<file path="src/rtl/core/fcwkt_pkg.sv">
`timescale 1ns / 1ps
// ----------------------------------------------------------------------------
// fcwkt_pkg
// Types and constants shared by the keyed-take FIFO cache core and its cells.
// ----------------------------------------------------------------------------
package fcwkt_pkg;

  localparam int KEY_W        = 24;
  localparam int HANDLE_W     = 16;
  localparam int CAP_W        = 5;
  localparam int OCC_W        = 5;
  localparam int DEPTH_DEF    = 16;
  localparam logic [CAP_W-1:0] CAP_RESET = 5'd16;

  typedef enum logic [1:0] {
    OP_PUT   = 2'd0,
    OP_TAKE  = 2'd1,
    OP_CLEAR = 2'd2,
    OP_NONE  = 2'd3
  } op_t;

  typedef enum logic {
    ST_IDLE = 1'b0,
    ST_EXEC = 1'b1
  } state_t;

  typedef struct packed {
    op_t                 op;
    logic [KEY_W-1:0]    key;
    logic [HANDLE_W-1:0] handle;
  } req_t;

  typedef struct packed {
    logic                hit;
    logic                evicted;
    logic [KEY_W-1:0]    out_key;
    logic [HANDLE_W-1:0] out_handle;
    logic [OCC_W-1:0]    occupancy;
  } rsp_t;

  // Broadcast controls seen by every cell in the row
  typedef struct packed {
    logic cmp;    // latch key compare
    logic take;   // take in progress: shift from the matching cell up
    logic shift;  // shift the whole row down one place
    logic clr;    // drop every entry
  } cell_ctl_t;

endpackage

</file>
<file path="src/rtl/core/fcwkt_cell.sv">
`timescale 1ns / 1ps
// ----------------------------------------------------------------------------
// fcwkt_cell
// One queue slot: key, handle and valid bit, a registered key compare, and
// the links to its neighbors for shifting, first-match search and read-out.
// ----------------------------------------------------------------------------
module fcwkt_cell (
  input  logic                          clk,
  input  logic                          rst,
  input  fcwkt_pkg::cell_ctl_t          ctl,
  input  logic [fcwkt_pkg::KEY_W-1:0]   cmp_key,
  input  logic [fcwkt_pkg::KEY_W-1:0]   ld_key,
  input  logic [fcwkt_pkg::HANDLE_W-1:0] ld_handle,
  input  logic                          load_sel,
  input  logic                          up_valid,
  input  logic [fcwkt_pkg::KEY_W-1:0]   up_key,
  input  logic [fcwkt_pkg::HANDLE_W-1:0] up_handle,
  input  logic                          found_in,
  input  logic [fcwkt_pkg::KEY_W-1:0]   acc_key_in,
  input  logic [fcwkt_pkg::HANDLE_W-1:0] acc_handle_in,
  output logic                          valid,
  output logic [fcwkt_pkg::KEY_W-1:0]   key,
  output logic [fcwkt_pkg::HANDLE_W-1:0] handle,
  output logic                          found_out,
  output logic [fcwkt_pkg::KEY_W-1:0]   acc_key_out,
  output logic [fcwkt_pkg::HANDLE_W-1:0] acc_handle_out
);

  logic match;
  logic sel;
  logic shift_en;

  assign found_out = found_in | match;
  // first matching cell in the row owns the read-out
  assign sel       = match & ~found_in;
  assign shift_en  = ctl.shift | (ctl.take & found_out);

  assign acc_key_out    = acc_key_in    | (sel ? key    : '0);
  assign acc_handle_out = acc_handle_in | (sel ? handle : '0);

  always_ff @(posedge clk) begin
    if (rst) begin
      valid <= 1'b0;
      match <= 1'b0;
    end else begin
      if (ctl.cmp) begin
        match <= valid && (key == cmp_key);
      end
      if (ctl.clr) begin
        valid <= 1'b0;
      end else if (load_sel) begin
        valid <= 1'b1;
      end else if (shift_en) begin
        valid <= up_valid;
      end
    end
  end

  always_ff @(posedge clk) begin
    if (load_sel) begin
      key    <= ld_key;
      handle <= ld_handle;
    end else if (shift_en) begin
      key    <= up_key;
      handle <= up_handle;
    end
  end

endmodule

</file>
<file path="src/rtl/core/fifo_cache_with_keyed_take_core.sv">
`timescale 1ns / 1ps
// ----------------------------------------------------------------------------
// fifo_cache_with_keyed_take_core
// Age-ordered key/handle queue with FIFO eviction and take-by-key.
// ----------------------------------------------------------------------------
// The accept edge latches the command and lets every cell compare its key
// against the request in parallel; the edge that ends execution applies
// the put, take or clear across the row of cells and registers the result.
// busy is high for the one execute cycle only, so a new command can be
// accepted on the cycle the previous result is shown. The result beat is
// on rsp for exactly one cycle with done high and cannot be held off. A
// capacity write clears all entries and takes effect at once.
module fifo_cache_with_keyed_take_core #(
  parameter int DEPTH = fcwkt_pkg::DEPTH_DEF
) (
  input  logic                          clk,
  input  logic                          rst,
  input  logic                          start,
  output logic                          busy,
  input  fcwkt_pkg::req_t               req,
  output logic                          done,
  output fcwkt_pkg::rsp_t               rsp,
  input  logic                          cfg_we,
  input  logic [fcwkt_pkg::CAP_W-1:0]   cfg_wdata
);

  localparam int CNT_W = $clog2(DEPTH + 1);
  localparam int CMP_W = (CNT_W > fcwkt_pkg::CAP_W) ? CNT_W : fcwkt_pkg::CAP_W;

  fcwkt_pkg::state_t state, state_next;
  fcwkt_pkg::req_t   cmd;
  fcwkt_pkg::rsp_t   rsp_next;
  fcwkt_pkg::cell_ctl_t ctl;

  logic [fcwkt_pkg::CAP_W-1:0] capacity;
  logic [CNT_W-1:0]            count, count_next;

  logic [CMP_W-1:0] cap_eff;
  logic [CMP_W-1:0] count_w;
  logic [CMP_W-1:0] load_pos;
  logic             exec;
  logic             full;
  logic             do_put;
  logic             do_load;

  logic [DEPTH:0]                     v_chain;
  logic [fcwkt_pkg::KEY_W-1:0]        k_chain   [DEPTH+1];
  logic [fcwkt_pkg::HANDLE_W-1:0]     h_chain   [DEPTH+1];
  logic [DEPTH:0]                     f_chain;
  logic [fcwkt_pkg::KEY_W-1:0]        ak_chain  [DEPTH+1];
  logic [fcwkt_pkg::HANDLE_W-1:0]     ah_chain  [DEPTH+1];
  logic [DEPTH-1:0]                   load_sel;
  logic [DEPTH-1:0]                   fill_mask;

  assign exec    = (state == fcwkt_pkg::ST_EXEC);
  assign busy    = exec;
  assign cap_eff = (CMP_W'(capacity) > CMP_W'(DEPTH)) ? CMP_W'(DEPTH) : CMP_W'(capacity);
  assign count_w = CMP_W'(count);
  assign full    = (count_w >= cap_eff);
  assign do_put  = exec && (cmd.op == fcwkt_pkg::OP_PUT) && (cap_eff != '0);
  assign do_load = do_put;
  // on a full put the row shifts down and the new entry lands in the top used slot
  assign load_pos = full ? (count_w - CMP_W'(1)) : count_w;

  always_comb begin
    ctl.cmp   = (state == fcwkt_pkg::ST_IDLE) && start;
    ctl.take  = exec && (cmd.op == fcwkt_pkg::OP_TAKE);
    ctl.shift = do_put && full;
    ctl.clr   = cfg_we || (exec && (cmd.op == fcwkt_pkg::OP_CLEAR));
  end

  // top of the row sees an empty neighbor; bottom of the search sees no match
  assign v_chain[DEPTH]  = 1'b0;
  assign k_chain[DEPTH]  = '0;
  assign h_chain[DEPTH]  = '0;
  assign f_chain[0]      = 1'b0;
  assign ak_chain[0]     = '0;
  assign ah_chain[0]     = '0;

  for (genvar i = 0; i < DEPTH; i++) begin : g_cell
    assign load_sel[i]  = do_load && (CMP_W'(i) == load_pos);
    assign fill_mask[i] = (CMP_W'(i) < count_w);

    fcwkt_cell u_cell (
      .clk            (clk),
      .rst            (rst),
      .ctl            (ctl),
      .cmp_key        (req.key),
      .ld_key         (cmd.key),
      .ld_handle      (cmd.handle),
      .load_sel       (load_sel[i]),
      .up_valid       (v_chain[i+1]),
      .up_key         (k_chain[i+1]),
      .up_handle      (h_chain[i+1]),
      .found_in       (f_chain[i]),
      .acc_key_in     (ak_chain[i]),
      .acc_handle_in  (ah_chain[i]),
      .valid          (v_chain[i]),
      .key            (k_chain[i]),
      .handle         (h_chain[i]),
      .found_out      (f_chain[i+1]),
      .acc_key_out    (ak_chain[i+1]),
      .acc_handle_out (ah_chain[i+1])
    );
  end

  always_comb begin
    state_next = state;
    count_next = count;
    rsp_next   = '0;
    unique case (state)
      fcwkt_pkg::ST_IDLE: begin
        if (start) begin
          state_next = fcwkt_pkg::ST_EXEC;
        end
      end
      fcwkt_pkg::ST_EXEC: begin
        state_next = fcwkt_pkg::ST_IDLE;
        unique case (cmd.op)
          fcwkt_pkg::OP_PUT: begin
            if (cap_eff != '0) begin
              if (full) begin
                rsp_next.evicted    = 1'b1;
                rsp_next.out_key    = k_chain[0];
                rsp_next.out_handle = h_chain[0];
              end else begin
                count_next = count + CNT_W'(1);
              end
            end
          end
          fcwkt_pkg::OP_TAKE: begin
            if (f_chain[DEPTH]) begin
              rsp_next.hit        = 1'b1;
              rsp_next.out_key    = ak_chain[DEPTH];
              rsp_next.out_handle = ah_chain[DEPTH];
              count_next          = count - CNT_W'(1);
            end
          end
          fcwkt_pkg::OP_CLEAR: begin
            count_next = '0;
          end
          fcwkt_pkg::OP_NONE: begin
          end
          default: begin
          end
        endcase
        rsp_next.occupancy = fcwkt_pkg::OCC_W'(count_next);
      end
      default: begin
        state_next = fcwkt_pkg::ST_IDLE;
      end
    endcase
  end

  always_ff @(posedge clk) begin
    if (rst) begin
      state    <= fcwkt_pkg::ST_IDLE;
      capacity <= fcwkt_pkg::CAP_RESET;
      count    <= '0;
      done     <= 1'b0;
    end else begin
      state <= state_next;
      done  <= exec;
      if (cfg_we) begin
        capacity <= cfg_wdata;
        count    <= '0;
      end else begin
        count <= count_next;
      end
    end
  end

  always_ff @(posedge clk) begin
    if (ctl.cmp) begin
      cmd <= req;
    end
    if (exec) begin
      rsp <= rsp_next;
    end
  end

  // valid entries always form an unbroken run from slot 0 of length count
  a_compact : assert property (@(posedge clk) disable iff (rst)
    v_chain[DEPTH-1:0] == fill_mask)
    else $error("valid bits not compacted to fill count");

  a_count_range : assert property (@(posedge clk) disable iff (rst)
    count_w <= CMP_W'(DEPTH))
    else $error("fill count beyond depth");

  a_done_follows_exec : assert property (@(posedge clk) disable iff (rst)
    done |-> $past(state) == fcwkt_pkg::ST_EXEC)
    else $error("result beat without an executed command");

  a_hit_evict_excl : assert property (@(posedge clk) disable iff (rst)
    done |-> !(rsp.hit && rsp.evicted))
    else $error("hit and evicted set in one beat");

  a_take_hit_shrinks : assert property (@(posedge clk) disable iff (rst)
    (exec && ctl.take && f_chain[DEPTH] && !cfg_we) |=> count == $past(count) - CNT_W'(1))
    else $error("take hit did not remove an entry");

endmodule

</file>
<file path="config.mk">
export PLATFORM = sky130hd
export DESIGN_NAME = fifo_cache_with_keyed_take_core
export DESIGN_NICKNAME = d
export VERILOG_FILES = /design/src/rtl/core/fcwkt_pkg.sv /design/src/rtl/core/fcwkt_cell.sv /design/src/rtl/core/fifo_cache_with_keyed_take_core.sv
export SDC_FILE = /design/constraint.sdc
export NUM_CORES = 1
export LEC_CHECK = 0
export BUFFER_PORTS_ARGS = -buffer_cell sky130_fd_sc_hd__buf_2
export CAP_MARGIN = 20
export CORE_ASPECT_RATIO = 0.9
export CORE_MARGIN = 10
export CORE_UTILIZATION = 50
export DETAILED_ROUTE_END_ITERATION = 10
export GPL_ROUTABILITY_DRIVEN = 0
export PLACE_DENSITY_LB_ADDON = 0.2
export SLEW_MARGIN = 20
export SYNTH_ARGS = -nofsm -noshare
export SYNTH_HDL_FRONTEND = slang
export SYNTH_SLANG_ARGS = --single-unit
</file>
<file path="constraint.sdc">
create_clock -name clk -period 5.1 [get_ports clk]
set_input_delay 0.51 -clock clk [delete_from_list [all_inputs] [get_ports clk]]
set_output_delay 0.51 -clock clk [all_outputs]
set_load 0.01 [all_outputs]
</file>
==> impl_metrics.py <==
metrics = {
    "outcome": {
        "outcome": "completed",
    },
    "detailed_routing": {
        "route.antenna.remaining_nets": 0,
        "route.detailed.vias_per_inst": 7.01,
        "drt_iter0_drc": 5132,
        "drc": 0,
        "wl_um": 156000,
        "via_count": 30547,
        "avgRoutedWirePerCell_um": 35.8,
        "firstDrtPassIters": 10,
    },
    "hold_path": {
        "hold_path_depth": 1,
        "launch_point_of_the_worst_hold_path": "req[11]",
        "hold_path_class": "in2reg",
        "holdPathEnd": "cmd[11]",
    },
    "worst_setup_path": {
        "crit_fanout": 25,
        "reg2reg_to": "g_cell[9].u_cell.key[0]",
        "worst-r2r-cell-count": 9,
        "crit-reg2reg-launch": "count[0]",
        "cp_data_required_time_ns": 5.51,
        "cp.arrival_ns": 4.73,
        "setup.reg_to_reg.worst_slack_ns": 0.78,
        "crit_path_end_kind": "flop",
        "timing.setup.critical_path_class": "reg2reg",
        "worst_setup_path_start_kind": "flop",
    },
    "clock_network": {
        "worst_skew_pair.late_latency_ns": 0.68,
        "cts_tree": "done",
        "clock_sink_count": 773,
        "clock_tree.root_cell": "clkbuf_16",
        "cts-root-to-sink-buffers": 3,
        "htree_levels": 3,
        "cts_resized": 0,
        "cts_inserted_buffers": 85,
        "clk_pin_slew_worst_paths_ns": 0.06,
    },
    "global_route": {
        "first_global_vias": 29605,
        "grt_start_max_net_pins": 85,
        "grt.overflow.total": 0,
        "grt_use_total_pct": 31.3,
        "grt_first_pass_wirelength_um": 220000,
        "antenna_found_initial": 9,
    },
    "layout": {
        "area_growth_pct": 9.83,
        "layout.cells.most_common": "edfxtp_1",
        "final_design_area_no_fill_um2": 46400,
        "commonest_cells_after_routing_fill_and_taps_aside": "729 x edfxtp_1, 345 x mux2_1, 212 x xnor2_1, 178 x xor2_1, 159 x mux2_4",
        "final_nets": 3204,
        "final_layout_size_suffix_gt1_share_pct": 18.9,
    },
    "synthesis": {
        "synth_enable_flop_cells": 729,
        "ys_async_sr_fraction_pct": 0,
        "synth.yosys.seq_area_share_pct": 53.9,
        "synth.net_count": 3231,
        "yosys.cell_types.count": 68,
        "ffs_latches_synth": 773,
        "netlist_area_um2": 42300,
        "yosysWarnings": 0,
        "synth_ff_type": "edfxtp_1",
        "postSynthCellCount": 3173,
        "syn_avg_cell_area_um2": 13.3,
    },
    "floorplanning": {
        "die-height_um": 296,
        "std_cell_rows": 101,
        "start_util_pct": 50.3,
        "design.die.area_um2": 96600,
        "die_width_um": 326,
        "ios": 100,
        "placeableCoreArea_um2": 84000,
    },
    "timing": {
        "layout_min_cycle_time_ns": 4.32,
        "rsz_0062_raised_after_global_routing": "no",
        "finalMaxSlewViolations": 0,
        "hold_violations": 0,
        "report.final.setup_viol": 0,
        "achievable-frequency_ghz": 0.231,
        "tns_ns": 0,
        "fin_skew_ns": 0.0427,
        "worst_pin_slew_ns": 1.22,
        "min_period_over_period_pct": 84.7,
        "maxSlewHeadroom_pct": 17.9,
    },
    "power": {
        "p_leak_nw": 14.4,
        "irDropWorstVdd_mv": 0.252,
        "power_density_nw_per_um2": 302,
    },
    "placed_design": {
        "port_buffer_count": 99,
        "place.detailed.hpwl_um": 104000,
        "dpl-instance-area_um2": 43600,
    },
    "flow_run": {
        "cap_viol_max_count": 0,
    },
}
[synthesized netlist by cell type (4+ instances only)]
| library cell | instances | area share (%) |
|---|---|---|
| mux2_2 | 100 | 2.7 |
| o22ai_1 | 13 | 0.19 |
| clkbuf_1 | 208 | 1.8 |
| mux2_1 | 345 | 9.2 |
| edfxtp_1 | 729 | 52 |
| xor2_1 | 178 | 3.7 |
| a222oi_1 | 40 | 0.95 |
| and4_1 | 8 | 0.17 |
| ha_1 | 7 | 0.21 |
| nand2_1 | 117 | 1.0 |
| nand2b_1 | 22 | 0.33 |
| nor2b_1 | 80 | 1.2 |
| xnor2_1 | 212 | 4.4 |
| o21ai_1 | 41 | 0.49 |
| buf_1 | 5 | 0.044 |
| buf_2 | 41 | 0.49 |
| nor4_1 | 54 | 0.80 |
| and2_1 | 46 | 0.68 |
| a21oi_1 | 81 | 0.96 |
| nor3_1 | 63 | 0.75 |
| nand3_1 | 23 | 0.27 |
| nand4_1 | 75 | 1.1 |
| o2111a_1 | 39 | 1.0 |
| buf_4 | 13 | 0.23 |
| buf_6 | 24 | 0.64 |
| o21ai_0 | 19 | 0.23 |
| mux2_4 | 159 | 5.6 |
| o31ai_1 | 41 | 0.73 |
| a22oi_1 | 80 | 1.4 |
| a221oi_1 | 119 | 2.5 |
| or3_1 | 4 | 0.059 |
| nor2_1 | 55 | 0.49 |
| o211ai_1 | 6 | 0.11 |
| dfxtp_1 | 44 | 2.1 |
| inv_1 | 14 | 0.12 |
| mux2i_1 | 20 | 0.47 |
[timing repair]
item | 4_1_cts | 5_1_grt
hold buffers | 5 | 0
setup buffers | 0 | 0
endpoints found under the hold margin | 5 | 0
[metrics by stage]
stage	hold WS, ns	total power [mW]	utilization (%)	setup slack, ns	cells
detailed placement	0.475	7.84	51.9	0.952	4186
finish	0.0252	14.0	55.2	0.779	4355
global placement	0.456	7.84	51.9	1.09	4186
global route	0.000527	14.3	55.2	0.590	4351
floorplan	0.435	7.52	-	0.607	3173
CTS	0.000593	14.0	55.2	0.930	4349
[how the worst max path moves through the flow]
stage | from | endpoint | slack (ns) | cells after the start
6_report | count[0] | g_cell[9].u_cell.key[0] | 0.78 | 9
5_1_grt | count[0] | g_cell[9].u_cell.key[0] | 0.59 | 9
4_1_cts | count[0] | g_cell[9].u_cell.key[20] | 0.93 | 9
3_5_place_dp | count[0] | g_cell[9].u_cell.key[20] | 0.95 | 9
3_3_place_gp | count[0] | g_cell[9].u_cell.key[7] | 1.09 | 9
2_1_floorplan | busy | g_cell[1].u_cell.handle[0] | 0.61 | 10
[power by group]
group | internal (mW) | switching, mW
sequential | 6.95 | 0.152
clock | 3.55 | 2.71
combinational | 0.195 | 0.467
total | 10.7 | 3.33
[sequential cells by signal, indices dropped and copies added, names as in the netlist]
register and flops:
count 5, g_cell.u_cell.handle 256, busy 1, g_cell.u_cell.match 16, rsp 47, capacity 5
done 1, g_cell.u_cell.key 384, cmd 42, g_cell.u_cell.valid 16
[critical path: stages, from the launching register on]
cell and delay [ns]:
dfxtp_1 0.54, inv_1 0.24, ha_1 0.34, nand2b_1 0.19, a21oi_1 0.35, o211ai_1 0.21
o22ai_1 0.64, nand4_4 0.67, buf_4 0.51, mux2_1 0.37
[kinds of logic after synthesis]
| logic type | after synthesis | share of synthesized area (%) |
|---|---|---|
| AO/OA/AOI/OAI | 504 | 9.08 |
| XOR/XNOR | 390 | 8.08 |
| adder cells (fa/ha/maj) | 7 | 0.207 |
| buffers and inverters | 307 | 3.39 |
| flip-flops | 773 | 53.9 |
| multiplexers | 624 | 18.0 |
| AND/OR/NAND/NOR | 568 | 7.36 |
[layout make-up]
| class | count | area [um^2] |
|---|---|---|
| well taps | 1133 | 1420 |
| flip-flops and latches | 773 | 22800 |
| clock buffers | 119 | 2360 |
| fillers | 6829 | 37600 |
| diodes | 5 | 12.5 |
| repair buffers | 177 | 1180 |
| multi-input cells | 2093 | 18200 |
| clock inverters | 39 | 389 |
| inverters | 16 | 61.3 |
[per-layer routing]
layer	part of all wire [%]	up-vias	wire, um	track usage [%]
met3	15	443	23100	12.0
met4	4.7	10	7330	12.8
li1	-	12198	-	-
met1	38	15392	60000	42.1
met2	42	2504	65200	44.9
met5	0.20	-	315	1.01
No activity file was read; power rests on OpenSTA's default activity.
